===== config.mk =====
export PLATFORM = sky130hd
export DESIGN_NAME = smr_ram
export DESIGN_NICKNAME = d
export VERILOG_FILES = /design/src/hw/rtl/square_matrix_rotate_90_macros.svh /design/src/hw/rtl/smr_ram.sv
export SDC_FILE = /design/constraint.sdc
export NUM_CORES = 2
export LEC_CHECK = 0
export BUFFER_PORTS_ARGS = -buffer_cell sky130_fd_sc_hd__buf_4
export CAP_MARGIN = 30
export CORE_ASPECT_RATIO = 1.4
export CORE_MARGIN = 2
export CORE_UTILIZATION = 57
export DETAILED_ROUTE_END_ITERATION = 10
export GPL_TIMING_DRIVEN = 1
export PLACE_DENSITY = 0.72
export REMOVE_ABC_BUFFERS = 1
export SYNTH_ARGS = -nofsm -noshare
export SYNTH_HDL_FRONTEND = slang
export SYNTH_SLANG_ARGS = --single-unit

===== constraint.sdc =====
create_clock -name clk -period 4.65 [get_ports clk]
set_input_delay 1.1625 -clock clk [delete_from_list [all_inputs] [get_ports clk]]
set_output_delay 1.1625 -clock clk [all_outputs]
set_load 0.01 [all_outputs]

===== src/hw/rtl/square_matrix_rotate_90_macros.svh =====
// Assertion helpers for the RTL, used by smr_back; every use expects clk and arst_n in scope.
`ifndef SQUARE_MATRIX_ROTATE_90_MACROS_SVH
`define SQUARE_MATRIX_ROTATE_90_MACROS_SVH

// Same-cycle implication, checked out of reset.
`define SMR_ASSERT_IMP(lbl, ante, cons, msg) \
	lbl: assert property (@(posedge clk) disable iff (!arst_n) (ante) |-> (cons)) \
		else $error(msg);

// Next-cycle implication, checked out of reset.
`define SMR_ASSERT_NXT(lbl, ante, cons, msg) \
	lbl: assert property (@(posedge clk) disable iff (!arst_n) (ante) |=> (cons)) \
		else $error(msg);

`endif


===== src/hw/rtl/smr_ram.sv =====
module smr_ram #(
	parameter int WIDTH = 32,
	parameter int DEPTH = 128
) (
	input  logic                     clk,
	input  logic                     we,
	input  logic [$clog2(DEPTH)-1:0] waddr,
	input  logic [WIDTH-1:0]         wdata,
	input  logic                     re,
	input  logic [$clog2(DEPTH)-1:0] raddr,
	output logic [WIDTH-1:0]         rdata
);

	logic [WIDTH-1:0] mem_q [DEPTH];

	// Write port
	always_ff @(posedge clk) begin
		if (we) begin
			mem_q[waddr] <= wdata;
		end
	end

	// Registered read port
	always_ff @(posedge clk) begin
		if (re) begin
			rdata <= mem_q[raddr];
		end
	end

endmodule


==> results.json <==
{
  "cts_hold_buf": 0,
  "multi_input_area_um2": 32300,
  "dr.pass1.iters": 5,
  "track_usage_pct": 30.8,
  "max_freq_ghz": 0.270,
  "crit_path_start_kind": "input port",
  "num-fill-cells": 16700,
  "core-area_um2": 273000,
  "wl_um": 426000,
  "numCtsBuffers": 372,
  "ant_nets": 0,
  "worst_skew_pair.late_latency_ps": 920,
  "die_height_um": 624,
  "place_hpwl_um": 242000,
  "power_leakage_nw": 54.9,
  "ff2ff_path_depth": 4,
  "dieArea_um2": 279000,
  "io_buffers": 80,
  "ctsResizeCount": 0,
  "setup_violations": 0,
  "die-width_um": 447,
  "power_density_nw_per_um2": 430,
  "crit_fanout": 26,
  "ir_worst_vdd_mv": 0.308,
  "hp-start": "wdata[28]",
  "postCtsSetupBuffers": 0,
  "drtIter0Drc": 11700,
  "fin_skew_ps": 51.0,
  "pre_cts_ws_ps": 19.8,
  "ff2ff_setup_slack_ps": 1780,
  "drc": 0,
  "nets": 6570,
  "wire_per_inst_um": 40.2,
  "post-route-cell-area_um2": 179000,
  "place_area_um2": 166000,
  "status": "finished clean",
  "vias": 73100,
  "worstReg2RegEnd": "rdata[0]",
  "detail_route.vias_per_cell": 6.89,
  "drive_gt1_share_pct": 36.9,
  "grt_pass1_wl_um": 586000,
  "tightest_slew_ps": 1060,
  "grt_pass1_vias": 73700,
  "max_slew_margin_pct": 29.5,
  "synth_seq_cells": 4128,
  "cts-root-buf": "clkbuf_16",
  "crit_type": "in -> reg",
  "end_kind": "flop",
  "cp-endpoint": "rdata[13]",
  "seq_area_frac_synth_pct": 79.2,
  "register_area_um2": 124000,
  "r2r_start": "mem_q[95][0]",
  "grt_max_degree": 129,
  "antenna_found_initial": 73,
  "finalPower_w": 0.0768,
  "clkTransAtPathRegs_ps": 60,
  "gp_congestion": 0.857,
  "final-hold-violation-count": 0,
  "syn_area_um2": 157000,
  "fin_crit_sh_pct": 79.7,
  "whs_ps": 538,
  "ys_types": 16,
  "rsz0062_at_grt": "no",
  "cts_sinks": 4128,
  "rows": 227,
  "cts_max_level": 5,
  "fin_tns_setup_ps": 0,
  "crit_path_start": "raddr[0]",
  "hp-class": "in -> reg",
  "maxCapViolCount": 0,
  "ys_warn_count": 0,
  "start_util_pct": 57.3,
  "drv_slew": 0,
  "fin_crit_ps": 3710,
  "avgSynthCellArea_um2": 26.1,
  "cp.arrival_ps": 4350,
  "clockBufferDepth": 4,
  "syn_inst": 5990,
  "final.setup.worst_slack_ps": 942,
  "synthToLayoutAreaGrowth_pct": 14.2,
  "cts_tree": "done",
  "overflow": 0,
  "critPathRequiredTime_ps": 5300,
  "ios": 81
}
==> through the flow <==
step / util, % / std cells
final: 65.5 / 10600
after global routing: 65.5 / 10600
after CTS: 65.3 / 10500
after detailed placement: 60.8 / 9802
after global placement: 60.7 / 9797
after floorplan: - / 5674
==> placed cells by master (no fill, tap or decap), drive strengths merged <==
cell type	netlist	layout
nand3	12	12
inv	0	9
clkinv	0	155
clkinvlp	0	16
mux4	1344	1344
edfxtp	4128	4128
nor3	9	9
nor2	122	122
nand2	14	14
or3	1	1
bufinv	0	49
nand2b	2	2
mux2	32	32
clkbuf	182	445
nand4	3	3
buf	134	473
nor2b	7	7
diode	0	113
==> area by class of cell <==
cell class	count	area share [%]
antenna	113	0.158
clock buffer	445	5.50
clock inverter	229	1.38
multi-input combinational	1546	18.1
sequential	4128	69.3
tap	3664	2.56
timing repair buffer	473	3.05
==> power by group <==
| group | internal [W] | switching [W] |
|---|---|---|
| registers | 0.0411 | 0.000115 |
| logic | 0.00165 | 0.00257 |
| clock network | 0.0179 | 0.0135 |
| total | 0.0606 | 0.0162 |
==> cells by family after synthesis <==
family | after synthesis | share of synthesized area, %
muxes | 1376 | 19.6
and+or+nand+nor | 170 | 0.445
DFF | 4128 | 79.2
buffers and inverters | 316 | 0.837
==> how the worst min path moves through the flow <==
stage / depth (start not counted) / slack [ps] / to
CTS: 1 / 530 / mem_q[32][14]
detailed placement: 4 / 1210 / rdata[16]
global placement: 4 / 1170 / rdata[11]
finish: 1 / 540 / mem_q[85][28]
floorplan: 4 / 1150 / rdata[0]
global route: 1 / 510 / mem_q[86][28]
==> worst max-delay path: stages <==
cell and delay, ps:
buf_16 190, buf_12 260, buf_12 300, buf_12 240, mux4_2 530, mux4_2 710
mux4_2 600, mux2_2 290
==> sequential cells by signal, summed over array words and instances (netlist names) <==
| register | cells |
|---|---|
| mem_q | 4096 |
| rdata | 32 |
==> layer usage <==
metal / up-vias / track usage [%] / routed length [µm] / share of wire, %
met3: 886 / 5.38 / 45600 / 11
li1: 27600 / - / - / -
met1: 39400 / 39.9 / 140000 / 33
met2: 5193 / 50.0 / 212000 / 50
met5: - / 0 / 167 / 0.039
met4: 26 / 17.5 / 28000 / 6.6
==> cells in the mapped netlist (all sizes together) <==
master,count,share of area [%]
edfxtp,4128,79
mux4,1344,19
clkbuf,182,0.44
buf,134,0.40
nor2,122,0.29
mux2,32,0.23
nand2,14,0.034
nand3,12,0.038
nor3,9,0.029
nor2b,7,0.028
nand4,3,0.012
nand2b,2,0.0080
or3,1,0.0040
Power figures use the tool's default switching activity.
