`src/hw/rtl/square_matrix_rotate_90_macros.svh`:
```
// Assertion helpers for the RTL, used by smr_back; every use expects clk and arst_n in scope.
`ifndef SQUARE_MATRIX_ROTATE_90_MACROS_SVH
`define SQUARE_MATRIX_ROTATE_90_MACROS_SVH

// Same-cycle implication, checked out of reset.
`define SMR_ASSERT_IMP(lbl, ante, cons, msg) \
	lbl: assert property (@(posedge clk) disable iff (!arst_n) (ante) |-> (cons)) \
		else $error(msg);

// Next-cycle implication, checked out of reset.
`define SMR_ASSERT_NXT(lbl, ante, cons, msg) \
	lbl: assert property (@(posedge clk) disable iff (!arst_n) (ante) |=> (cons)) \
		else $error(msg);

`endif

```
`src/hw/rtl/smr_pkg.sv`:
```
package smr_pkg;

	localparam int MAX_EDGE    = 8;
	localparam int DATA_W      = 32;
	localparam int EDGE_W      = 4;
	localparam int IDX_W       = $clog2(MAX_EDGE);
	localparam int SLOT_W      = $clog2(MAX_EDGE * MAX_EDGE);
	localparam int CNT_W       = SLOT_W + 1;
	localparam int NUM_BANKS   = 2;
	localparam int BANK_W      = $clog2(NUM_BANKS);
	localparam int QCNT_W      = $clog2(NUM_BANKS + 1);
	localparam int ADDR_W      = BANK_W + SLOT_W;
	localparam int RAM_DEPTH   = 2 ** ADDR_W;
	localparam int PADDR_W     = 3;
	localparam int PDATA_W     = 32;

	// Register index is paddr[2]; only edge_size exists.
	localparam logic REG_EDGE_SIZE = 1'b0;
	localparam logic [EDGE_W-1:0] EDGE_RESET = EDGE_W'(MAX_EDGE);

	// One loaded matrix waiting for read-out; its bank is the queue slot.
	typedef struct packed {
		logic [EDGE_W-1:0] side;
	} job_t;

	// Queue status seen by both sides.
	typedef struct packed {
		logic              full;
		logic              empty;
		logic [BANK_W-1:0] wr_bank;
		logic [BANK_W-1:0] rd_bank;
	} jobq_stat_t;

	// Zero reads as one, anything above MAX_EDGE saturates.
	function automatic logic [EDGE_W-1:0] clamp_edge(input logic [EDGE_W-1:0] raw);
		logic [EDGE_W-1:0] res;
		res = raw;
		if (raw == '0) begin
			res = EDGE_W'(1);
		end else if (raw > EDGE_W'(MAX_EDGE)) begin
			res = EDGE_W'(MAX_EDGE);
		end
		return res;
	endfunction

endpackage

```
`src/hw/rtl/smr_front.sv`:
```
module smr_front (
	input  logic                         clk,
	input  logic                         arst_n,
	input  logic                         elem_valid,
	output logic                         elem_ready,
	input  logic [smr_pkg::DATA_W-1:0]   elem_value,
	input  logic [smr_pkg::EDGE_W-1:0]   side,
	input  logic                         restart,
	input  smr_pkg::jobq_stat_t          qstat,
	output logic                         push,
	output smr_pkg::job_t                push_job,
	output logic                         ram_we,
	output logic [smr_pkg::ADDR_W-1:0]   ram_waddr,
	output logic [smr_pkg::DATA_W-1:0]   ram_wdata
);

	logic [smr_pkg::CNT_W-1:0] load_count_q;
	logic [smr_pkg::CNT_W-1:0] count_next;
	logic [smr_pkg::CNT_W-1:0] total;
	logic                      accept;

	// Take elements while a bank is free
	assign elem_ready = !qstat.full;
	assign accept     = elem_valid && elem_ready;

	assign total      = smr_pkg::CNT_W'(side) * smr_pkg::CNT_W'(side);
	assign count_next = load_count_q + smr_pkg::CNT_W'(1);

	// Store into the bank being filled
	assign ram_we    = accept;
	assign ram_waddr = {qstat.wr_bank, load_count_q[smr_pkg::SLOT_W-1:0]};
	assign ram_wdata = elem_value;

	// Hand the full matrix to the back end
	assign push          = accept && (count_next == total);
	assign push_job.side = side;

	always_ff @(posedge clk or negedge arst_n) begin
		if (!arst_n) begin
			load_count_q <= '0;
		end else if (restart || push) begin
			load_count_q <= '0;
		end else if (accept) begin
			load_count_q <= count_next;
		end
	end

endmodule

```
`config.mk`:
```
export PLATFORM = sky130hd
export DESIGN_NAME = smr_front
export DESIGN_NICKNAME = d
export VERILOG_FILES = /design/src/hw/rtl/square_matrix_rotate_90_macros.svh /design/src/hw/rtl/smr_pkg.sv /design/src/hw/rtl/smr_front.sv
export SDC_FILE = /design/constraint.sdc
export NUM_CORES = 1
export LEC_CHECK = 0
export BUFFER_PORTS_ARGS = -buffer_cell sky130_fd_sc_hd__buf_4
export CAP_MARGIN = 30
export CORE_MARGIN = 4
export CORE_UTILIZATION = 40
export DETAILED_ROUTE_END_ITERATION = 6
export PLACE_DENSITY = 0.89
export SLEW_MARGIN = 15
export SYNTH_ARGS = -nofsm -noshare
export SYNTH_HDL_FRONTEND = slang
export SYNTH_SLANG_ARGS = --single-unit
```
`constraint.sdc`:
```
create_clock -name clk -period 6.5 [get_ports clk]
set_input_delay 0.65 -clock clk [delete_from_list [all_inputs] [get_ports clk]]
set_output_delay 0.65 -clock clk [all_outputs]
set_load 0.01 [all_outputs]
```
==> run summary <==
* 26.5% — share of cells above drive strength 1
* 0 — final number of hold-violating endpoints
* 0 — number of remaining DRC errors
* 23 — Iter 0 DRT Violations
* 0 — Finish-stage setup viols
* 480 ps — Worst path max stage delay
* 0 — post-CTS resize count
* 7 — synthesis-stage register bit count
* side[1] — CP startpoint
* 0 — diodes inserted
* 0.353 ps — final clock skew
* 116 — post-synthesis instance total
* load_count_q (7) — largest registers ranked by flip-flop count
* 2300 sq um — core area
* sky130_fd_sc_hd__clkbuf_4 — cell chosen for the clock root
* 1720 um — Post-Route WL
* 3350 sq um — total die area
* 7 — CTS sink cnt
* 250 ps — clock latency on the worst-skew pair
* 135 nW/um^2 — areal power density over the cells
* 560 ps — slew at the pin with the worst max-slew slack
* 43.4% — Initial Util
* 0 — antenna violations before repair
* buf_4 > and2b_1 > and2_1 > inv_1 > fa_1 > xnor2_1 > xnor2_1 > or4_4 > nor4_4 > and2_1 > buf_4 — chain of cells forming the critical path
* 3 — Inserted Clock Buffers
* load_count_q[0] — Critical R2R Launch
* 148 — number of nets in the layout
* 4 — number of cells on the worst reg-to-reg path
* in2async — min-delay worst type
* 28.2% — switching part of the total
* 90 — IO Pins
* 0.000120 W — total power
* 689 — vias in the first global route
* 199 ps — final-layout worst hold slack
* 50 ps — clock slew at the register clock pins of the worst setup and hold paths
* 996 sq um — synthesized area
* 0.396 nW — leakage power figure
* 8.59 sq um — mean cell area of the mapped netlist
* 0.0000863 W — internal power component
* 0 — count of hold-fix buffers inserted at cts
* 11.1% — GRT Util Overall
* 30.0% — combinational power share
* 0 ps — final-layout setup total negative slack
* 9 — largest net degree at the start of global routing
* 3810 ps — final period demand of the worst path
* 0.0000628 V — highest ir drop seen on vdd
* sky130_fd_sc_hd__fa_1 — Worst path slowest cell
* 0 — Warnings, synthesis
* 165 — number of nets produced by synthesis
* 0 — final slew viol count
* 3160 ps — arrival time at the worst endpoint
* 1430 um — Post-DP HPWL
* 1 — H-tree depth reported by CTS
* 0 — Post-DRT Antenna Nets
* in2out — startpoint-to-endpoint class of the critical path
* 0.866 — final RePlAce weighted congestion
* false — RSZ-0062 raised after global routing
* load_count_q — top register by number of flip-flops
* 5850 ps — worst path required time
* output port — endpoint type of the worst setup path
* 2930 um — wire length of the first global-routing pass
* -10.4% — Syn-to-layout area delta
* 0.0000339 W — net load switching power
* 57.9 um — Vert. Die Dim
* built — CTS tree
* complete, no violations — outcome
* 38.0% — Seq pwr share
* 23 — number of distinct library cells after synthesis
* 57.9 um — chip width
* 4.92 — vias per cell
* 0.263 GHz — Highest Clock Rate
* 17.6% — sequential element share of the synthesized area
* 2 — maximum buffer depth of the clock tree
* 17 — Row Count
* 13.6 um — final routed wire length divided by cell count
* 0 — number of buffers added for setup after CTS
* 3 — total iterations of the first detailed-routing run
* 8 — Crit Path Max Fanout
* 58.6% — final worst-path cycle share
* primary input — kind of start point of the critical path
* 0 — residual overflow from global routing
* 21 — PortBufs
* 31.9% — Clk pwr share
* 7 — flip-flop count of the largest register after layout
* 62.4% — relative slew slack
* 0 — count of max-cap constraint violations
* 620 — via count
[cell families after synthesis]
logic type	after synthesis	synth area share, %
and+or+nand+nor	26	15.3
AOI/OAI and AO/OA	11	7.66
xor gates and xnor gates	19	18.1
DFF	7	17.6
buffers and inverters	48	34.3
adders and majority gates	5	7.04
[worst max-delay path, delay by kind of cell]
family                     cells  cell delay [ps]
xor gates and xnor gates       2              280
buffers and inverters          3              320
and+or+nand+nor                5             1430
adders and majority gates      1              480
[power groups by stage]
stage,logic [W],clock network (W),registers [W]
floorplan,0.0000461,0,0.0000461
global placement,0.0000349,0,0.0000463
detailed placement,0.0000363,0,0.0000464
CTS,0.0000366,0.0000397,0.0000457
global route,0.0000398,0.0000412,0.0000458
finish,0.0000361,0.0000384,0.0000457
[per-layer routing]
layer  global-route usage [%]  vias up  routed length [um]
li1                         -      298                   -
met1                     11.0      272                 594
met2                     17.9       27                 819
met3                     3.34       23                 169
met4                     10.9        0                 132
met5                        0        -                   0
[per-stage QoR]
stage	util (%)	setup slack, ps	cell area, sq um	instances
global route	38.8	2550	892	126
CTS	38.8	2670	892	126
detailed placement	37.7	2690	866	122
finish	38.8	2690	892	126
global placement	37.7	2750	866	122
floorplan	-	3090	996	116
[cells in the mapped netlist]
cell / n / area share [%]
sky130_fd_sc_hd__buf_4: 43 / 32
sky130_fd_sc_hd__xnor2_1: 16 / 14
sky130_fd_sc_hd__dfrtp_1: 7 / 18
sky130_fd_sc_hd__a211oi_1: 6 / 4.5
sky130_fd_sc_hd__nand2_1: 6 / 2.3
sky130_fd_sc_hd__and2_1: 5 / 3.1
sky130_fd_sc_hd__inv_1: 5 / 1.9
sky130_fd_sc_hd__ha_1: 4 / 5.0
sky130_fd_sc_hd__nor2_1: 4 / 1.5
sky130_fd_sc_hd__a21oi_1: 3 / 1.5
sky130_fd_sc_hd__nand3_1: 3 / 1.5
sky130_fd_sc_hd__nor3_1: 2 / 1.0
sky130_fd_sc_hd__xor2_1: 2 / 1.8
sky130_fd_sc_hd__a21o_1: 1 / 0.75
sky130_fd_sc_hd__a31o_1: 1 / 0.88
sky130_fd_sc_hd__and2b_1: 1 / 0.75
sky130_fd_sc_hd__and3_1: 1 / 0.63
sky130_fd_sc_hd__fa_1: 1 / 2.0
sky130_fd_sc_hd__nand2b_1: 1 / 0.63
sky130_fd_sc_hd__nor2b_1: 1 / 0.63
sky130_fd_sc_hd__nor4_4: 1 / 2.1
sky130_fd_sc_hd__or4_4: 1 / 1.1
sky130_fd_sc_hd__xnor3_1: 1 / 2.3
[layout by cell type, fill, tap and decap left out]
| cell type | count |
|---|---|
| sky130_fd_sc_hd__buf_4 | 21 |
| sky130_fd_sc_hd__xnor2_1 | 16 |
| sky130_fd_sc_hd__dfrtp_1 | 7 |
| sky130_fd_sc_hd__nand2_1 | 6 |
| sky130_fd_sc_hd__a211oi_1 | 6 |
| sky130_fd_sc_hd__and2_1 | 5 |
| sky130_fd_sc_hd__inv_1 | 5 |
| sky130_fd_sc_hd__nor2_1 | 4 |
| sky130_fd_sc_hd__ha_1 | 4 |
| sky130_fd_sc_hd__a21oi_1 | 3 |
| sky130_fd_sc_hd__nand3_1 | 3 |
| sky130_fd_sc_hd__clkbuf_4 | 3 |
| sky130_fd_sc_hd__xor2_1 | 2 |
| sky130_fd_sc_hd__nor3_1 | 2 |
| sky130_fd_sc_hd__and2b_1 | 1 |
| sky130_fd_sc_hd__and3_1 | 1 |
| sky130_fd_sc_hd__a21o_1 | 1 |
| sky130_fd_sc_hd__nand2b_1 | 1 |
| sky130_fd_sc_hd__a31o_1 | 1 |
| sky130_fd_sc_hd__xnor3_1 | 1 |
| sky130_fd_sc_hd__or4_4 | 1 |
| sky130_fd_sc_hd__nor2b_1 | 1 |
| sky130_fd_sc_hd__nor4_4 | 1 |
| sky130_fd_sc_hd__fa_1 | 1 |
| sky130_fd_sc_hd__clkbuf_1 | 1 |
[final cells by class]
class / count / area (sq um)
Clock buffer: 4 / 26.3
Tap cell: 28 / 35.0
Timing Repair Buffer: 21 / 158
Fill cell: 241 / 1410
Multi-Input combinational cell: 61 / 479
Inverter: 5 / 18.8
Sequential cell: 7 / 175
[final timing paths]
kind | endpoint | slack [ps]
worst max-delay path | push | 2690
worst min register to register | load_count_q[1] | 560
worst max register to register | load_count_q[4] | 4430
min in group clk | load_count_q[1] | 560
worst min-delay path | load_count_q[5] | 200
max in group asynchronous | load_count_q[1] | 6190
Power figures use the tool's default switching activity.
