===== src/hw/rtl/square_matrix_rotate_90_macros.svh =====
// Assertion helpers for the RTL, used by smr_back; every use expects clk and arst_n in scope.
`ifndef SQUARE_MATRIX_ROTATE_90_MACROS_SVH
`define SQUARE_MATRIX_ROTATE_90_MACROS_SVH

// Same-cycle implication, checked out of reset.
`define SMR_ASSERT_IMP(lbl, ante, cons, msg) \
	lbl: assert property (@(posedge clk) disable iff (!arst_n) (ante) |-> (cons)) \
		else $error(msg);

// Next-cycle implication, checked out of reset.
`define SMR_ASSERT_NXT(lbl, ante, cons, msg) \
	lbl: assert property (@(posedge clk) disable iff (!arst_n) (ante) |=> (cons)) \
		else $error(msg);

`endif


===== src/hw/rtl/smr_pkg.sv =====
package smr_pkg;

	localparam int MAX_EDGE    = 8;
	localparam int DATA_W      = 32;
	localparam int EDGE_W      = 4;
	localparam int IDX_W       = $clog2(MAX_EDGE);
	localparam int SLOT_W      = $clog2(MAX_EDGE * MAX_EDGE);
	localparam int CNT_W       = SLOT_W + 1;
	localparam int NUM_BANKS   = 2;
	localparam int BANK_W      = $clog2(NUM_BANKS);
	localparam int QCNT_W      = $clog2(NUM_BANKS + 1);
	localparam int ADDR_W      = BANK_W + SLOT_W;
	localparam int RAM_DEPTH   = 2 ** ADDR_W;
	localparam int PADDR_W     = 3;
	localparam int PDATA_W     = 32;

	// Register index is paddr[2]; only edge_size exists.
	localparam logic REG_EDGE_SIZE = 1'b0;
	localparam logic [EDGE_W-1:0] EDGE_RESET = EDGE_W'(MAX_EDGE);

	// One loaded matrix waiting for read-out; its bank is the queue slot.
	typedef struct packed {
		logic [EDGE_W-1:0] side;
	} job_t;

	// Queue status seen by both sides.
	typedef struct packed {
		logic              full;
		logic              empty;
		logic [BANK_W-1:0] wr_bank;
		logic [BANK_W-1:0] rd_bank;
	} jobq_stat_t;

	// Zero reads as one, anything above MAX_EDGE saturates.
	function automatic logic [EDGE_W-1:0] clamp_edge(input logic [EDGE_W-1:0] raw);
		logic [EDGE_W-1:0] res;
		res = raw;
		if (raw == '0) begin
			res = EDGE_W'(1);
		end else if (raw > EDGE_W'(MAX_EDGE)) begin
			res = EDGE_W'(MAX_EDGE);
		end
		return res;
	endfunction

endpackage


===== src/hw/rtl/smr_back.sv =====
`include "square_matrix_rotate_90_macros.svh"

module smr_back (
	input  logic                         clk,
	input  logic                         arst_n,
	input  smr_pkg::job_t                head,
	input  smr_pkg::jobq_stat_t          qstat,
	output logic                         pop,
	output logic                         ram_re,
	output logic [smr_pkg::ADDR_W-1:0]   ram_raddr,
	input  logic [smr_pkg::DATA_W-1:0]   ram_rdata,
	output logic                         out_valid,
	input  logic                         out_ready,
	output logic [smr_pkg::DATA_W-1:0]   out_value,
	output logic                         out_last
);

	logic [smr_pkg::IDX_W-1:0]    r_q;
	logic [smr_pkg::IDX_W-1:0]    c_q;
	logic [smr_pkg::EDGE_W-1:0]   nm1;
	logic [smr_pkg::EDGE_W-1:0]   rev;
	logic [2*smr_pkg::EDGE_W-1:0] prod;
	logic [smr_pkg::SLOT_W-1:0]   slot;
	logic                         row_end;
	logic                         last_pos;
	logic                         issue;
	logic                         drain;
	logic [1:0]                   occ;

	logic                         rd_v_s1;
	logic                         last_s1;
	logic                         out_v_q;
	logic [smr_pkg::DATA_W-1:0]   out_value_q;
	logic                         out_last_q;
	logic                         skid_v_q;
	logic [smr_pkg::DATA_W-1:0]   skid_value_q;
	logic                         skid_last_q;

	// Source index (n-1-c)*n + r in the bank being drained
	assign nm1      = head.side - smr_pkg::EDGE_W'(1);
	assign rev      = nm1 - smr_pkg::EDGE_W'(c_q);
	assign prod     = rev * head.side;
	assign slot     = prod[smr_pkg::SLOT_W-1:0] + smr_pkg::SLOT_W'(r_q);
	assign row_end  = (c_q == nm1[smr_pkg::IDX_W-1:0]);
	assign last_pos = row_end && (r_q == nm1[smr_pkg::IDX_W-1:0]);

	// Issue a read only when a landing slot is guaranteed
	assign drain = out_v_q && out_ready;
	assign occ   = 2'(out_v_q) + 2'(skid_v_q) + 2'(rd_v_s1);
	assign issue = !qstat.empty && ((occ - 2'(drain)) < 2'd2);

	assign ram_re    = issue;
	assign ram_raddr = {qstat.rd_bank, slot};
	assign pop       = issue && last_pos;

	// Walk the result in row-major order
	always_ff @(posedge clk or negedge arst_n) begin
		if (!arst_n) begin
			r_q <= '0;
			c_q <= '0;
		end else if (issue) begin
			if (row_end) begin
				c_q <= '0;
				r_q <= last_pos ? '0 : r_q + smr_pkg::IDX_W'(1);
			end else begin
				c_q <= c_q + smr_pkg::IDX_W'(1);
			end
		end
	end

	// Track read-in-flight, output and skid occupancy
	always_ff @(posedge clk or negedge arst_n) begin
		if (!arst_n) begin
			rd_v_s1  <= 1'b0;
			out_v_q  <= 1'b0;
			skid_v_q <= 1'b0;
		end else begin
			rd_v_s1 <= issue;
			if (!out_v_q || drain) begin
				if (skid_v_q) begin
					out_v_q  <= 1'b1;
					skid_v_q <= rd_v_s1;
				end else begin
					out_v_q <= rd_v_s1;
				end
			end else if (rd_v_s1) begin
				skid_v_q <= 1'b1;
			end
		end
	end

	// Move payload along the same paths
	always_ff @(posedge clk) begin
		last_s1 <= last_pos;
		if (!out_v_q || drain) begin
			if (skid_v_q) begin
				out_value_q  <= skid_value_q;
				out_last_q   <= skid_last_q;
				skid_value_q <= ram_rdata;
				skid_last_q  <= last_s1;
			end else begin
				out_value_q <= ram_rdata;
				out_last_q  <= last_s1;
			end
		end else if (rd_v_s1) begin
			skid_value_q <= ram_rdata;
			skid_last_q  <= last_s1;
		end
	end

	assign out_valid = out_v_q;
	assign out_value = out_value_q;
	assign out_last  = out_last_q;

	`SMR_ASSERT_IMP(a_skid_behind_out, skid_v_q, out_v_q, "skid holds data with output empty")
	`SMR_ASSERT_IMP(a_no_overfill, skid_v_q, !rd_v_s1, "read landed with both slots full")
	`SMR_ASSERT_NXT(a_walk_restarts, pop, (r_q == '0) && (c_q == '0), "walk did not restart")

endmodule


===== config.mk =====
export PLATFORM = sky130hd
export DESIGN_NAME = smr_back
export DESIGN_NICKNAME = d
export VERILOG_FILES = /design/src/hw/rtl/smr_pkg.sv /design/src/hw/rtl/smr_back.sv
export VERILOG_INCLUDE_DIRS = /design/src /design/src/hw/rtl
export SDC_FILE = /design/constraint.sdc
export NUM_CORES = 1
export LEC_CHECK = 0
export BUFFER_PORTS_ARGS = -buffer_cell sky130_fd_sc_hd__buf_2
export CORE_MARGIN = 8
export CORE_UTILIZATION = 57
export CTS_CLUSTER_SIZE = 14
export DETAILED_ROUTE_END_ITERATION = 12
export GPL_ROUTABILITY_DRIVEN = 0
export GPL_TIMING_DRIVEN = 1
export PLACE_DENSITY = 0.83
export SLEW_MARGIN = 30
export SYNTH_ARGS = -nofsm -noshare
export SYNTH_HDL_FRONTEND = slang
export SYNTH_SLANG_ARGS = --single-unit
export TNS_END_PERCENT = 10

===== constraint.sdc =====
create_clock -name clk -period 6.2 [get_ports clk]
set_clock_uncertainty 0.1 [all_clocks]
set_input_delay 0 -clock clk [delete_from_list [all_inputs] [get_ports clk]]
set_output_delay 0 -clock clk [all_outputs]
set_load 0.005 [all_outputs]

==> impl_metrics.toml <==
[drt]
drc = 0
first_iter_violations = 76
vias_per_cell = 5.132
vias = 2217
dr.pass1.iters = 4
wl_per_cell_microns = 16.90
postRouteAntennaNets = 0
wirelength_mm = 7.302

[worst_setup_path]
crit_path_start_kind = "primary input"
required_ns = 6.10
r2r_setup_slack_ns = 3.80
slowest_delay_ns = 0.58
cp_max_fo = 4
crit_cells = 18
cp.arrival_ns = 4.54
crit_chain = "dlygate4sd3_1 -> buf_2 -> inv_1 -> ha_1 -> fa_1 -> nor2b_1 -> nor2_1 -> nand2_1 -> fa_1 -> fa_1 -> inv_1 -> ha_1 -> ha_1 -> a21o_1 -> a21oi_1 -> xnor2_1 -> xnor2_1 -> buf_2"
cp-end-kind = "output pin"
r2r-end = "r_q[0]"
critPathKind = "in2out"
reg2reg_from = "out_valid"
cp.buffers_inverters = 5
r2r.worst_path.cells = 9
cp_slowest_cell = "fa_1"
cpLargestDelayFamily = "adder cells"

[logic_synthesis]
ys_warn_count = 0
synth_cell_types = 33
postSynthCellCount = 228
synthMuxAreaShare_pct = 11.45
synth_top_family_by_area = "multiplexers"
ys_ff_latch = 76
synth_nets = 297
synthesis.area_sq_mm = 0.003530
synthSimpleGateAreaFrac_pct = 5.884
synth_area_per_cell_sq_um = 15.48
seq_area_frac_synth_pct = 63.10
synth_top_flop_cell = "edfxtp_1"
synth-xor-area-share_pct = 3.155
synthAdderAreaFrac_pct = 10.78
synth_compound_area_share_pct = 2.978
synth-edff-count = 66
synthArstFlopShare_pct = 11.84

[global_routing]
antenna_found_initial = 0
grt_max_degree = 37
grt_pass1_vias = 2398
track_usage_pct = 17.11
grt_pass1_wl_mm = 11.61
gr-total-overflow = 0

[worst_hold_path]
holdCritPathClass = "in2reg"
worstHoldEndpoint = "out_valid"
whs_path_depth = 3
min_from = "out_ready"

[clock_tree]
ctsHtreeMaxLevel = 3
clockBufferDepth = 2
cts_tree = "built"
path_clk_slew_ns = 0.07
clock-sinks = 76
cts-root-buf = "clkbuf_8"
clk_latency_ns = 0.33
numCtsBuffers = 9

[timing]
slew_violations = 0
rsz0062_at_grt = "false"
fin_hold_ws_ns = 0.02809
min_period_ns = 4.637
worst_slack_ns = 1.563
slew_headroom_pct = 61.75
worst_slew_pin_slew_ns = 0.5715
finalHoldViolCount = 0
setup_violations = 0
period_share_pct = 74.78
tns_ns = 0
fmax_ghz = 0.2157

[final_layout]
num-fill-cells = 358
final_core_util_pct = 77.58
areaGrowthSynthToFinish_pct = 30.91
layoutNonFillerInstCount = 432
layout.nets = 423
final_layout_size_suffix_gt1_share_pct = 35.85
antenna_cells = 0
final_cell_area_sq_mm = 0.004621

[floorplan]
initial_core_util_pct = 59.26
design.core.area_sq_mm = 0.005956
pin_count = 86
die_w_microns = 94.69
die_area_sq_mm = 0.008966
die_h_microns = 94.69
fp-row-count = 28

[placed_design]
dpl.hpwl_mm = 4.928
numPortBuffers = 81
placed_area_sq_mm = 0.004056
dpl.cell_count = 382
dp_slack_ns = 2.120

[power_and_ir_drop]
p_leak_nw = 1.963
p_per_area_mw_per_mm2 = 482.8
irDropWorstVdd_mv = 0.3235
power_mw = 2.231

[status]
status = "finished clean"

[job]
drv_cap = 0
-- cells by family after synthesis --
kind of cell	count (synthesis)
muxes	36
adders and majority gates	27
AOI/OAI and AO/OA	18
DFF	76
and+or+nand+nor	37
xor gates and xnor gates	11
buffers and inverters	23
-- worst max-delay path by stage --
stage                   endpoint  startpoint
detailed placement  ram_raddr[5]      c_q[0]
finish              ram_raddr[5]     head[0]
CTS                 ram_raddr[5]     head[0]
global route        ram_raddr[5]     head[0]
floorplan           ram_raddr[5]      c_q[0]
global placement    ram_raddr[5]      c_q[0]
-- layout by cell type (no fill, tap or decap), types with 3 or more instances in the layout --
| cell type | Yosys | layout |
|---|---|---|
| mux2_2 | 26 | 26 |
| o21ai_0 | 5 | 5 |
| a21oi_1 | 4 | 4 |
| nor2_1 | 5 | 5 |
| dfrtp_1 | 9 | 9 |
| o21ai_1 | 4 | 3 |
| inv_1 | 18 | 18 |
| nand2_1 | 10 | 10 |
| dlygate4sd3_1 | 0 | 36 |
| fa_1 | 6 | 6 |
| nor2b_1 | 7 | 7 |
| edfxtp_1 | 66 | 66 |
| buf_2 | 3 | 81 |
| ha_1 | 20 | 20 |
| clkbuf_8 | 0 | 9 |
| nand2b_1 | 4 | 4 |
| mux2_1 | 9 | 9 |
| xnor2_1 | 9 | 9 |
-- tightest hold or removal path: stages --
cell,delay (ns)
buf_2,0.10
nor2b_1,0.18
or3_1,0.14
-- cell type report --
cell class | instances | area, sq um | share of cell area [%]
sequential | 76 | 2227 | 48.20
multi-input combinational | 129 | 1220 | 26.40
timing repair buffer | 120 | 808.3 | 17.49
clock buffer | 10 | 127.6 | 2.762
tap | 75 | 93.84 | 2.031
inverter | 18 | 67.56 | 1.462
clock inverter | 4 | 76.32 | 1.652
-- flip-flops by register name, indices dropped and copies added, names as in the netlist --
| name | cells |
|---|---|
| out_valid | 1 |
| skid_v_q | 1 |
| out_value | 32 |
| skid_last_q | 1 |
| rd_v_s1 | 1 |
| c_q | 3 |
| out_last | 1 |
| skid_value_q | 32 |
| last_s1 | 1 |
| r_q | 3 |
-- Yosys cell counts, types with 2 or more instances --
cell type | count | share of area [%]
edfxtp_1 | 66 | 56
mux2_2 | 26 | 8.3
ha_1 | 20 | 7.1
inv_1 | 18 | 1.9
nand2_1 | 10 | 1.1
dfrtp_1 | 9 | 6.4
mux2_1 | 9 | 2.9
xnor2_1 | 9 | 2.2
nor2b_1 | 7 | 1.2
fa_1 | 6 | 3.4
nor2_1 | 5 | 0.53
o21ai_0 | 5 | 0.71
a21oi_1 | 4 | 0.57
nand2b_1 | 4 | 0.71
o21ai_1 | 4 | 0.57
buf_2 | 3 | 0.43
a21o_1 | 2 | 0.43
a22o_1 | 2 | 0.50
and2_1 | 2 | 0.35
nand3_1 | 2 | 0.28
or3_1 | 2 | 0.35
xor2_2 | 2 | 0.92
-- layer usage --
layer	track usage, %	wire, microns
met1	19.03	2915
met2	29.61	3761
met3	3.730	397
met4	10.01	228
met5	0	0
-- report_power, final --
group | internal [mW] | switching (mW)
logic | 0.480 | 0.511
registers | 0.783 | 0.0640
clock network | 0.223 | 0.170
total | 1.49 | 0.745
-- what timing repair did --
action | CTS | global route
setup endpoints to repair | 0 | 0
endpoints found under the hold margin | 75 | 0
hold buffers | 36 | 0
resized for setup | 0 | 0
buffers inserted | 0 | 0
No activity file was read; power rests on OpenSTA's default activity.
