`src/hw/rtl/square_matrix_rotate_90_macros.svh`:
```
// Assertion helpers for the RTL, used by smr_back; every use expects clk and arst_n in scope.
`ifndef SQUARE_MATRIX_ROTATE_90_MACROS_SVH
`define SQUARE_MATRIX_ROTATE_90_MACROS_SVH

// Same-cycle implication, checked out of reset.
`define SMR_ASSERT_IMP(lbl, ante, cons, msg) \
	lbl: assert property (@(posedge clk) disable iff (!arst_n) (ante) |-> (cons)) \
		else $error(msg);

// Next-cycle implication, checked out of reset.
`define SMR_ASSERT_NXT(lbl, ante, cons, msg) \
	lbl: assert property (@(posedge clk) disable iff (!arst_n) (ante) |=> (cons)) \
		else $error(msg);

`endif

```
`src/hw/rtl/smr_pkg.sv`:
```
package smr_pkg;

	localparam int MAX_EDGE    = 8;
	localparam int DATA_W      = 32;
	localparam int EDGE_W      = 4;
	localparam int IDX_W       = $clog2(MAX_EDGE);
	localparam int SLOT_W      = $clog2(MAX_EDGE * MAX_EDGE);
	localparam int CNT_W       = SLOT_W + 1;
	localparam int NUM_BANKS   = 2;
	localparam int BANK_W      = $clog2(NUM_BANKS);
	localparam int QCNT_W      = $clog2(NUM_BANKS + 1);
	localparam int ADDR_W      = BANK_W + SLOT_W;
	localparam int RAM_DEPTH   = 2 ** ADDR_W;
	localparam int PADDR_W     = 3;
	localparam int PDATA_W     = 32;

	// Register index is paddr[2]; only edge_size exists.
	localparam logic REG_EDGE_SIZE = 1'b0;
	localparam logic [EDGE_W-1:0] EDGE_RESET = EDGE_W'(MAX_EDGE);

	// One loaded matrix waiting for read-out; its bank is the queue slot.
	typedef struct packed {
		logic [EDGE_W-1:0] side;
	} job_t;

	// Queue status seen by both sides.
	typedef struct packed {
		logic              full;
		logic              empty;
		logic [BANK_W-1:0] wr_bank;
		logic [BANK_W-1:0] rd_bank;
	} jobq_stat_t;

	// Zero reads as one, anything above MAX_EDGE saturates.
	function automatic logic [EDGE_W-1:0] clamp_edge(input logic [EDGE_W-1:0] raw);
		logic [EDGE_W-1:0] res;
		res = raw;
		if (raw == '0) begin
			res = EDGE_W'(1);
		end else if (raw > EDGE_W'(MAX_EDGE)) begin
			res = EDGE_W'(MAX_EDGE);
		end
		return res;
	endfunction

endpackage

```
`src/hw/rtl/smr_jobq.sv`:
```
module smr_jobq (
	input  logic                clk,
	input  logic                arst_n,
	input  logic                push,
	input  smr_pkg::job_t       push_job,
	input  logic                pop,
	output smr_pkg::job_t       head,
	output smr_pkg::jobq_stat_t stat
);

	smr_pkg::job_t                     slot_q [smr_pkg::NUM_BANKS];
	logic [smr_pkg::BANK_W-1:0]        wr_q;
	logic [smr_pkg::BANK_W-1:0]        rd_q;
	logic [smr_pkg::QCNT_W-1:0]        cnt_q;

	assign head          = slot_q[rd_q];
	assign stat.full     = (cnt_q == smr_pkg::QCNT_W'(smr_pkg::NUM_BANKS));
	assign stat.empty    = (cnt_q == '0);
	assign stat.wr_bank  = wr_q;
	assign stat.rd_bank  = rd_q;

	// Advance pointers and occupancy
	always_ff @(posedge clk or negedge arst_n) begin
		if (!arst_n) begin
			wr_q  <= '0;
			rd_q  <= '0;
			cnt_q <= '0;
		end else begin
			if (push) begin
				wr_q <= wr_q + smr_pkg::BANK_W'(1);
			end
			if (pop) begin
				rd_q <= rd_q + smr_pkg::BANK_W'(1);
			end
			if (push && !pop) begin
				cnt_q <= cnt_q + smr_pkg::QCNT_W'(1);
			end else if (pop && !push) begin
				cnt_q <= cnt_q - smr_pkg::QCNT_W'(1);
			end
		end
	end

	// Hold job descriptors
	always_ff @(posedge clk) begin
		if (push) begin
			slot_q[wr_q] <= push_job;
		end
	end

endmodule

```
`config.mk`:
```
export PLATFORM = sky130hd
export DESIGN_NAME = smr_jobq
export DESIGN_NICKNAME = d
export VERILOG_FILES = /design/src/hw/rtl/square_matrix_rotate_90_macros.svh /design/src/hw/rtl/smr_pkg.sv /design/src/hw/rtl/smr_jobq.sv
export SDC_FILE = /design/constraint.sdc
export NUM_CORES = 1
export LEC_CHECK = 0
export BUFFER_PORTS_ARGS = -buffer_cell sky130_fd_sc_hd__buf_2
export CAP_MARGIN = 20
export CORE_AREA = 8 8 45 47
export DETAILED_ROUTE_END_ITERATION = 10
export DIE_AREA = 0 0 53 55
export PLACE_DENSITY_LB_ADDON = 0.08
export SYNTH_ARGS = -nofsm -noshare
export SYNTH_HDL_FRONTEND = slang
export SYNTH_SLANG_ARGS = --single-unit
```
`constraint.sdc`:
```
create_clock -name clk -period 3.05 [get_ports clk]
set_clock_uncertainty 0.1 [all_clocks]
set_input_delay 0.61 -clock clk [delete_from_list [all_inputs] [get_ports clk]]
set_output_delay 0.61 -clock clk [all_outputs]
set_load 0.03 [all_outputs]
```
==> results of run 1 <==
## worst max-delay path, delay by kind of cell (launching register included)
family | cells | cell delay [ns]
mux | 1 | 0.36
flops | 1 | 0.47
buf+inv | 1 | 0.18
## cells in the mapped netlist (all sizes together)
library cell / n / area [um^2]
and2: 1 / 6.260
and2b: 1 / 8.760
buf: 2 / 15.01
dfrtp: 4 / 100.1
edfxtp: 8 / 240.2
ha: 1 / 12.51
inv: 1 / 3.750
mux2: 4 / 45.04
nor2: 2 / 7.510
nor2b: 1 / 6.260
xnor2: 1 / 8.760
xor2: 4 / 35.03
## power groups by stage
stage | registers [W] | logic (W) | clock network, W
after floorplan | 0.000261 | 0.000205 | 0
after global placement | 0.000266 | 0.000248 | 0
after detailed placement | 0.000269 | 0.000249 | 0
after CTS | 0.000266 | 0.000251 | 0.000101
after global routing | 0.000272 | 0.000264 | 0.000110
final | 0.000266 | 0.000246 | 0.0000952
## path summary, 6_finish.rpt
path,start,end,slack [ns],depth (start not counted)
setup reg to reg,wr_q,slot_q[0][1],1.85,1
max in group asynchronous,arst_n,wr_q,2.70,1
hold reg to reg,cnt_q[1],cnt_q[1],0.39,1
setup / recovery,rd_q,head[0],1.07,2
min in group clk,cnt_q[1],cnt_q[1],0.39,1
hold / removal,arst_n,rd_q,0.04,1
## sequential cells by signal (all words and copies together) (netlist names)
name	cells
slot_q	8
cnt_q	2
rd_q	1
wr_q	1
## area by class of cell
class	instances	area (um^2)	share of cell area (%)
flip-flops and latches	12	340.3	57.14
multi-input cells	15	130.1	21.85
repair buffers	15	75.07	12.61
clock buffers	3	22.52	3.782
well taps	16	20.02	3.361
clock inverters	1	3.754	0.6303
inverters	1	3.754	0.6303
## per-stage QoR
step,power (W),hold slack (ns)
global placement,0.0005138,0.3217
global route,0.0006461,0.02200
CTS,0.0006181,0.02925
detailed placement,0.0005187,0.3230
floorplan,0.0004651,0.2144
finish,0.0006076,0.03682
## metal layers
| metal | wire length (um) | vias up | global-route usage, % |
|---|---|---|---|
| met3 | 59 | 2 | 2.941 |
| met5 | 0 | - | 0 |
| met4 | 9 | 0 | 6.466 |
| met2 | 437 | 9 | 10.94 |
| li1 | - | 136 | - |
| met1 | 356 | 131 | 6.518 |
## logic make-up after synthesis
logic type	count (synthesis)	share of synthesized area, %
flip-flops	12	69.57
buffers and inverters	3	3.835
adder cells (fa/ha/maj)	1	2.557
XOR/XNOR	5	8.951
AND/OR/NAND/NOR	5	5.885
multiplexers	4	9.207
==> flow_metrics.env, run 1 <==
export IMPL_run_status="finished clean"
export IMPL_count_of_h_tree_levels_built_during_cts=1
export IMPL_timing_final_setup_violations=0
export IMPL_worst_path_max_fanout=6
export IMPL_switching_share_pct=40.26
export IMPL_crit_type="reg -> out"
export IMPL_post_route_cells_drive_above_1_share_pct=48.94
export IMPL_ir_worst_vdd_mv=0.4222
export IMPL_cpMaxStageDelayCell="dfrtp_1"
export IMPL_cts_sink_count=12
export IMPL_critical_path_startpoint_type="flip-flop"
export IMPL_layout_common_cells="15 x buf_2, 8 x edfxtp_1, 4 x mux2_2, 4 x xor2_1, 4 x dfrtp_1"
export IMPL_cts_repair_resize_count=0
export IMPL_grt_antenna_before_repair=0
export IMPL_worst_pin_slew_ns=0.4073
export IMPL_crit_path_end_kind="output pin"
export IMPL_top_level_ports=16
export IMPL_dieArea_um2=2915
export IMPL_net_switching_power_w=0.0002446
export IMPL_timing_hold_worst_class="in -> async"
export IMPL_layout_min_cycle_time_ns=1.980
export IMPL_track_usage_pct=6.830
export IMPL_cts_root_buf="clkbuf_4"
export IMPL_clk_insertion_delay_late_ns=0.26
export IMPL_clock_tree_from_tritoncts="built"
export IMPL_routed_wl_um=864
export IMPL_number_of_warning_messages_in_the_yosys_log=0
export IMPL_post_route_worst_setup_slack_ns=1.070
export IMPL_internal_power_w=0.0003630
export IMPL_seq_power_share_pct=43.8
export IMPL_layout_cells_most_common="buf_2"
export IMPL_sequential_fraction_of_the_synthesis_area_pct=69.57
export IMPL_layout_cells_non_filler=63
export IMPL_place_ws_ns=1.351
export IMPL_vias_per_cell=4.413
export IMPL_final_nets=57
export IMPL_final_setup_tns_ns=0
export IMPL_num_antenna_cells=0
export IMPL_clock_power_share_pct=15.7
export IMPL_grt_pass1_wl_um=1359
export IMPL_crit_path_cell_trace="mux2_2 > buf_2"
export IMPL_layout_filler_cell_count=133
export IMPL_synthDistinctLibCells=12
export IMPL_finalWeightedCongestion=0.6206
export IMPL_wire_per_inst_um=13.71
export IMPL_static_leakage_power_nw=0.2614
export IMPL_synth_seq_cells=12
export IMPL_tritoncts_num_buffers=3
export IMPL_final_hold_violation_count=0
export IMPL_post_cts_setup_buffers=0
export IMPL_synth_fp_nets=39
export IMPL_cts_hold_buffers_added=0
export IMPL_std_cell_rows=14
export IMPL_first_global_vias=314
export IMPL_powerDensity_nw_per_um2=1020
export IMPL_maxSlewViolCount=0
export IMPL_grt_overflow_total=0
export IMPL_place_inst=59
export IMPL_netlist_instances=30
export IMPL_clk_path_buf_depth=2
export IMPL_layout_area_growth_over_synthesis_pct=21.74
export IMPL_placement_io_buffers=15
export IMPL_rsz0062_at_grt="no"
export IMPL_synth_area_um2=489.2
export IMPL_grt_start_max_net_pins=8
export IMPL_timing_slew_headroom_pct=72.79
export IMPL_crit_arrival_ns=1.27
export IMPL_placement_cell_area_um2=569.3
export IMPL_avgSynthCellArea_um2=16.31
export IMPL_die_height_um=55
export IMPL_drt_pass1_iterations=2
export IMPL_final_core_utilization_pct=43.04
export IMPL_vias_post_dr=278
export IMPL_maxClockFrequency_mhz=505.0
export IMPL_crit_path_max_incr_delay_ns=0.47
export IMPL_drc_errors=0
export IMPL_clock_pin_slew_on_the_worst_setup_and_hold_paths_ns=0.07
export IMPL_initial_utilization_pct=35.35
export IMPL_combinationalPowerShare_pct=40.5
export IMPL_final_design_area_no_fill_um2=595.6
export IMPL_detail_route_iter0_violations=1
export IMPL_max_cap_violations=0
export IMPL_worst_ep_required_time_ns=2.34
export IMPL_ant_nets=0
export IMPL_die_w_um=53
export IMPL_floorplan_core_area_um2=1384
export IMPL_share_of_the_clock_period_used_by_the_worst_path_after_layout_pct=64.93
No activity file was read; power rests on OpenSTA's default activity.
==> run 2, diff against run 1 <==
- clock period: 3.05 -> 1.8 ns (I/O delays scaled with it)
==> run 2 against run 1 <==
Against the previous run:
- flip-flop and latch count stayed put
- clock power grew 120%
- register-to-register slack worse by 1.2 ns
- sequential power increased by 69%
- total power grew 77%
- critical path depth is the same
- count of clock-buffer cells in the layout rose by 1
- highest routed layer unchanged
==> flow_metrics.env, run 2 (synthesis results as in run 1) <==
export IMPL_largest_registers="slot_q (8), cnt_q (2)"
export IMPL_max_cap_violations=0
export IMPL_layout_min_cycle_time_ns=1.673
export IMPL_layout_cells_most_common="buf_2"
export IMPL_finalHoldWorstSlack_ns=0.1767
export IMPL_ant_nets=0
export IMPL_crit_arrival_ns=1.21
export IMPL_timing_hold_worst_class="in -> reg"
export IMPL_detailedPlacementHpwl_um=663.4
export IMPL_clk_path_buf_depth=2
export IMPL_vias_post_dr=282
export IMPL_critical_path_n_buffers_inverters=1
export IMPL_track_usage_pct=6.822
export IMPL_largest_register_ffs=8
export IMPL_min_path_cells=1
export IMPL_largest_register="slot_q"
export IMPL_drc_errors=0
export IMPL_placement_io_buffers=15
export IMPL_layout_common_cells="15 x buf_2, 8 x edfxtp_1, 4 x mux2_2, 4 x xor2_1"
export IMPL_layout_area_growth_over_synthesis_pct=26.09
export IMPL_crit_start="rd_q"
export IMPL_clk_insertion_delay_late_ns=0.27
export IMPL_maxSlewViolCount=0
export IMPL_worst_ep_required_time_ns=1.34
export IMPL_critical_path_startpoint_type="flip-flop"
export IMPL_place_ws_ns=0.3526
export IMPL_crit_path_max_incr_delay_ns=0.43
export IMPL_crit_path_cell_trace="mux2_2 > buf_2"
export IMPL_final_setup_tns_ns=0
export IMPL_reg2reg_depth=1
export IMPL_crit_type="reg -> out"
export IMPL_timing_critical_path_max_delay_family="flip-flops"
export IMPL_worst_pin_slew_ns=0.3715
export IMPL_initial_utilization_pct=35.35
export IMPL_static_leakage_power_nw=0.2702
export IMPL_count_of_h_tree_levels_built_during_cts=1
export IMPL_powerDensity_nw_per_um2=1742
export IMPL_clock_pin_slew_on_the_worst_setup_and_hold_paths_ns=0.07
export IMPL_min_delay_start="push_job[2]"
export IMPL_grt_start_max_net_pins=8
export IMPL_timing_slew_headroom_pct=75.18
export IMPL_die_w_um=53
export IMPL_post_cts_setup_buffers=0
export IMPL_clock_tree_from_tritoncts="built"
export IMPL_worst_path_max_fanout=6
export IMPL_cpMaxStageDelayCell="dfrtp_2"
export IMPL_wire_per_inst_um=12.72
export IMPL_maxClockFrequency_mhz=597.7
export IMPL_grt_overflow_total=0
export IMPL_cts_sink_count=12
export IMPL_die_height_um=55
export IMPL_run_status="finished clean"
export IMPL_finalWeightedCongestion=0.6206
export IMPL_share_of_the_clock_period_used_by_the_worst_path_after_layout_pct=92.94
export IMPL_floorplan_core_area_um2=1384
export IMPL_final_hold_violation_count=0
export IMPL_std_cell_rows=14
export IMPL_cts_root_buf="clkbuf_4"
export IMPL_timing_final_setup_violations=0
export IMPL_dieArea_um2=2915
export IMPL_crit_path_end_kind="output pin"
export IMPL_rsz0062_at_grt="no"
export IMPL_ir_worst_vdd_mv=0.7043
export IMPL_grt_antenna_before_repair=0
export IMPL_top_level_ports=16
export IMPL_routed_wl_um=814
export IMPL_vias_per_cell=4.406
export IMPL_grt_pass1_wl_um=1324
export IMPL_detail_route_iter0_violations=3
export IMPL_num_antenna_cells=0
export IMPL_post_route_cells_drive_above_1_share_pct=52.08
export IMPL_path_depth=2
export IMPL_first_global_vias=312
export IMPL_worst_r2r_startpoint="wr_q"
export IMPL_drt_pass1_iterations=2
export IMPL_final_nets=58
export IMPL_post_route_worst_setup_slack_ns=0.1270
export IMPL_tritoncts_num_buffers=3
## run 2: worst paths after layout
| check | slack [ns] | end |
|---|---|---|
| setup / recovery | 0.13 | head[3] |
| max in group asynchronous | 1.15 | rd_q |
| setup reg to reg | 0.63 | slot_q[0][3] |
| hold / removal | 0.18 | slot_q[0][2] |
| min in group asynchronous | 0.31 | wr_q |
| hold reg to reg | 0.39 | cnt_q[1] |
## run 2: per-stage QoR
| stage | instance area (um^2) | instances | utilization, % | total power [W] |
|---|---|---|---|---|
| global placement | 569.3 | 59 | 41.14 | 0.0008706 |
| finish | 616.8 | 64 | 44.57 | 0.001075 |
| CTS | 615.6 | 64 | 44.48 | 0.001097 |
| detailed placement | 569.3 | 59 | 41.14 | 0.0008776 |
| global route | 616.8 | 64 | 44.57 | 0.001146 |
| floorplan | 489.2 | 30 | - | 0.0007881 |
## run 2: layer usage
| layer | GRT usage, % | share of wire (%) | vias up |
|---|---|---|---|
| met1 | 6.181 | 37 | 131 |
| met4 | 7.759 | 1.1 | 0 |
| met5 | 0 | 0 | - |
| met2 | 10.94 | 53 | 9 |
| li1 | - | - | 140 |
| met3 | 2.674 | 8.2 | 2 |
## run 2: area by class of cell
class	count	area, um^2
fillers	138	767.0
clock buffers	4	36.28
flip-flops and latches	12	341.6
repair buffers	16	85.08
well taps	16	20.02
inverters	1	3.754
multi-input cells	15	130.1
## run 2: repair_timing
action | CTS | global route
endpoints found under the hold margin | 4 | 0
hold buffers | 1 | 0
gates resized for setup | 0 | 1
endpoints found under the setup margin | 0 | 4
## run 2: report_power, final
| group | leakage [nW] | switching, W | internal (W) |
|---|---|---|---|
| Clock | 0.0210 | 0.0000848 | 0.000123 |
| Combinational | 0.128 | 0.000264 | 0.000153 |
| Sequential | 0.121 | 0.0000645 | 0.000386 |
==> run 3, diff against run 2 <==
- CTS_BUF_LIST: default -> sky130_fd_sc_hd__clkbuf_4 sky130_fd_sc_hd__clkbuf_8
- PLACE_DENSITY_LB_ADDON: 0.08 -> default
==> run 3 against run 2 <==
Against the previous run:
- routed wire length is 2.2% lower
- flip-flop and latch count unchanged
- sequential share of layout area grew 0.91 points
- critical path depth unchanged
- combinational power barely moved
- clock power shrank 19%
==> flow_metrics.env, run 3 (synthesis results as in run 1) <==
export IMPL_clock_pin_slew_on_the_worst_setup_and_hold_paths_ns=0.07
export IMPL_place_ws_ns=0.3436
export IMPL_ir_worst_vdd_mv=0.6148
export IMPL_grt_busiest_layer="met2"
export IMPL_worst_pin_slew_ns=0.3914
export IMPL_die_height_um=55
export IMPL_final_hold_violation_count=0
export IMPL_final_design_area_no_fill_um2=606.8
export IMPL_timing_hold_worst_class="in -> reg"
export IMPL_min_path_cells=1
export IMPL_crit_path_end_kind="output pin"
export IMPL_top_level_ports=16
export IMPL_largest_register="slot_q"
export IMPL_cpMaxStageDelayCell="dfrtp_2"
export IMPL_final_nets=58
export IMPL_switching_share_pct=40.39
export IMPL_crit_path_cell_trace="mux2_2 > buf_2"
export IMPL_grt_pass1_wl_um=1242
export IMPL_cts_sink_count=12
export IMPL_critical_path_n_buffers_inverters=1
export IMPL_wire_per_inst_um=12.44
export IMPL_num_antenna_cells=0
export IMPL_placement_cell_area_um2=569.3
export IMPL_layout_min_cycle_time_ns=1.681
export IMPL_use_met3_pct=2.674
export IMPL_grt_start_max_net_pins=8
export IMPL_reg2reg_depth=1
export IMPL_ant_nets=0
export IMPL_path_depth=2
export IMPL_vias_post_dr=285
export IMPL_worst_ep_required_time_ns=1.34
export IMPL_rsz0062_at_grt="no"
export IMPL_tritoncts_num_buffers=3
export IMPL_layout_cells_non_filler=64
export IMPL_track_usage_pct=6.260
export IMPL_drt_pass1_iterations=2
export IMPL_timing_final_setup_violations=0
export IMPL_timing_slew_headroom_pct=73.85
export IMPL_crit_arrival_ns=1.22
export IMPL_place_inst=59
export IMPL_timing_critical_path_max_delay_family="flip-flops"
export IMPL_run_status="finished clean"
export IMPL_placement_io_buffers=15
export IMPL_grt_overflow_total=0
export IMPL_count_of_h_tree_levels_built_during_cts=1
export IMPL_largest_registers="slot_q (8), cnt_q (2)"
export IMPL_crit_path_max_incr_delay_ns=0.43
export IMPL_drc_errors=0
export IMPL_maxClockFrequency_mhz=594.8
export IMPL_layout_cells_most_common="buf_2"
export IMPL_die_w_um=53
export IMPL_grtUsageMet1_pct=5.529
export IMPL_clk_path_buf_depth=2
export IMPL_static_leakage_power_nw=0.2645
export IMPL_use_met2_pct=10.35
export IMPL_detail_route_iter0_violations=2
export IMPL_final_setup_tns_ns=0
export IMPL_layout_common_cells="15 x buf_2, 8 x edfxtp_1, 4 x mux2_2, 4 x xor2_1"
export IMPL_dieArea_um2=2915
export IMPL_final_core_utilization_pct=43.85
export IMPL_std_cell_rows=14
export IMPL_cts_root_buf="clkbuf_4"
export IMPL_grt_antenna_before_repair=0
export IMPL_crit_type="reg -> out"
export IMPL_worst_path_max_fanout=6
export IMPL_post_route_worst_setup_slack_ns=0.1187
export IMPL_share_of_the_clock_period_used_by_the_worst_path_after_layout_pct=93.41
export IMPL_seq_power_share_pct=43.6
export IMPL_clock_tree_from_tritoncts="built"
export IMPL_first_global_vias=294
export IMPL_clock_power_share_pct=16.2
export IMPL_critical_path_startpoint_type="flip-flop"
export IMPL_combinationalPowerShare_pct=40.2
export IMPL_floorplan_core_area_um2=1384
export IMPL_post_cts_setup_buffers=0
export IMPL_internal_power_w=0.0006189
export IMPL_finalWeightedCongestion=0.6253
export IMPL_routed_wl_um=796
export IMPL_powerDensity_nw_per_um2=1711
export IMPL_max_cap_violations=0
export IMPL_largest_register_ffs=8
export IMPL_initial_utilization_pct=35.35
export IMPL_clk_insertion_delay_late_ns=0.27
export IMPL_maxSlewViolCount=0
export IMPL_post_route_cells_drive_above_1_share_pct=50.00
export IMPL_layout_area_growth_over_synthesis_pct=24.04
export IMPL_net_switching_power_w=0.0004194
export IMPL_vias_per_cell=4.453
==> run 3: cell count changes in the layout (fill, tap and decap cells not counted), sizes merged <==
cell,delta
clkinv,+1
clkbuf,-1
==> run 3: metrics by stage <==
step	hold WS, ns	power (W)
final	0.1709	0.001038
after global routing	0.1684	0.001094
after CTS	0.1660	0.001053
after detailed placement	0.07437	0.0008825
after global placement	0.06894	0.0008697
after floorplan	-0.03559	0.0007881
==> run 3: layout make-up <==
cell class	instances	area, um^2
fill	133	777.0
sequential	12	341.6
multi-input combinational	15	130.1
timing repair buffer	16	85.08
clock buffer	3	22.52
tap	16	20.02
clock inverter	1	3.754
inverter	1	3.754
==> run 3: timing repair <==
action,4_1_cts,5_1_grt
resized for setup,0,1
setup endpoints to repair,0,2
hold endpoints to repair,4,0
hold buffers,1,0
==> run 3: per-layer routing <==
layer  wire length, um  vias to the layer above
met2               438                        9
met1               283                      137
met5                 0                        -
met4                24                        0
met3                50                        2
li1                  -                      137
==> run 3: path summary, 6_finish.rpt <==
path | slack [ns] | to | from
worst min-delay path | 0.17 | slot_q[0][0] | push_job[0]
worst min register to register | 0.41 | cnt_q[1] | cnt_q[1]
worst max-delay path | 0.12 | head[2] | rd_q
max in group asynchronous | 1.15 | rd_q | arst_n
min in group asynchronous | 0.32 | cnt_q[1] | arst_n
worst max register to register | 0.61 | slot_q[0][1] | wr_q
==> run 3: power groups by stage <==
| stage | logic [W] | clock network, W | registers [W] |
|---|---|---|---|
| after floorplan | 0.000347 | 0 | 0.000441 |
| after global placement | 0.000420 | 0 | 0.000450 |
| after detailed placement | 0.000424 | 0 | 0.000458 |
| after CTS | 0.000427 | 0.000174 | 0.000452 |
| after global routing | 0.000447 | 0.000181 | 0.000466 |
| final | 0.000417 | 0.000168 | 0.000453 |
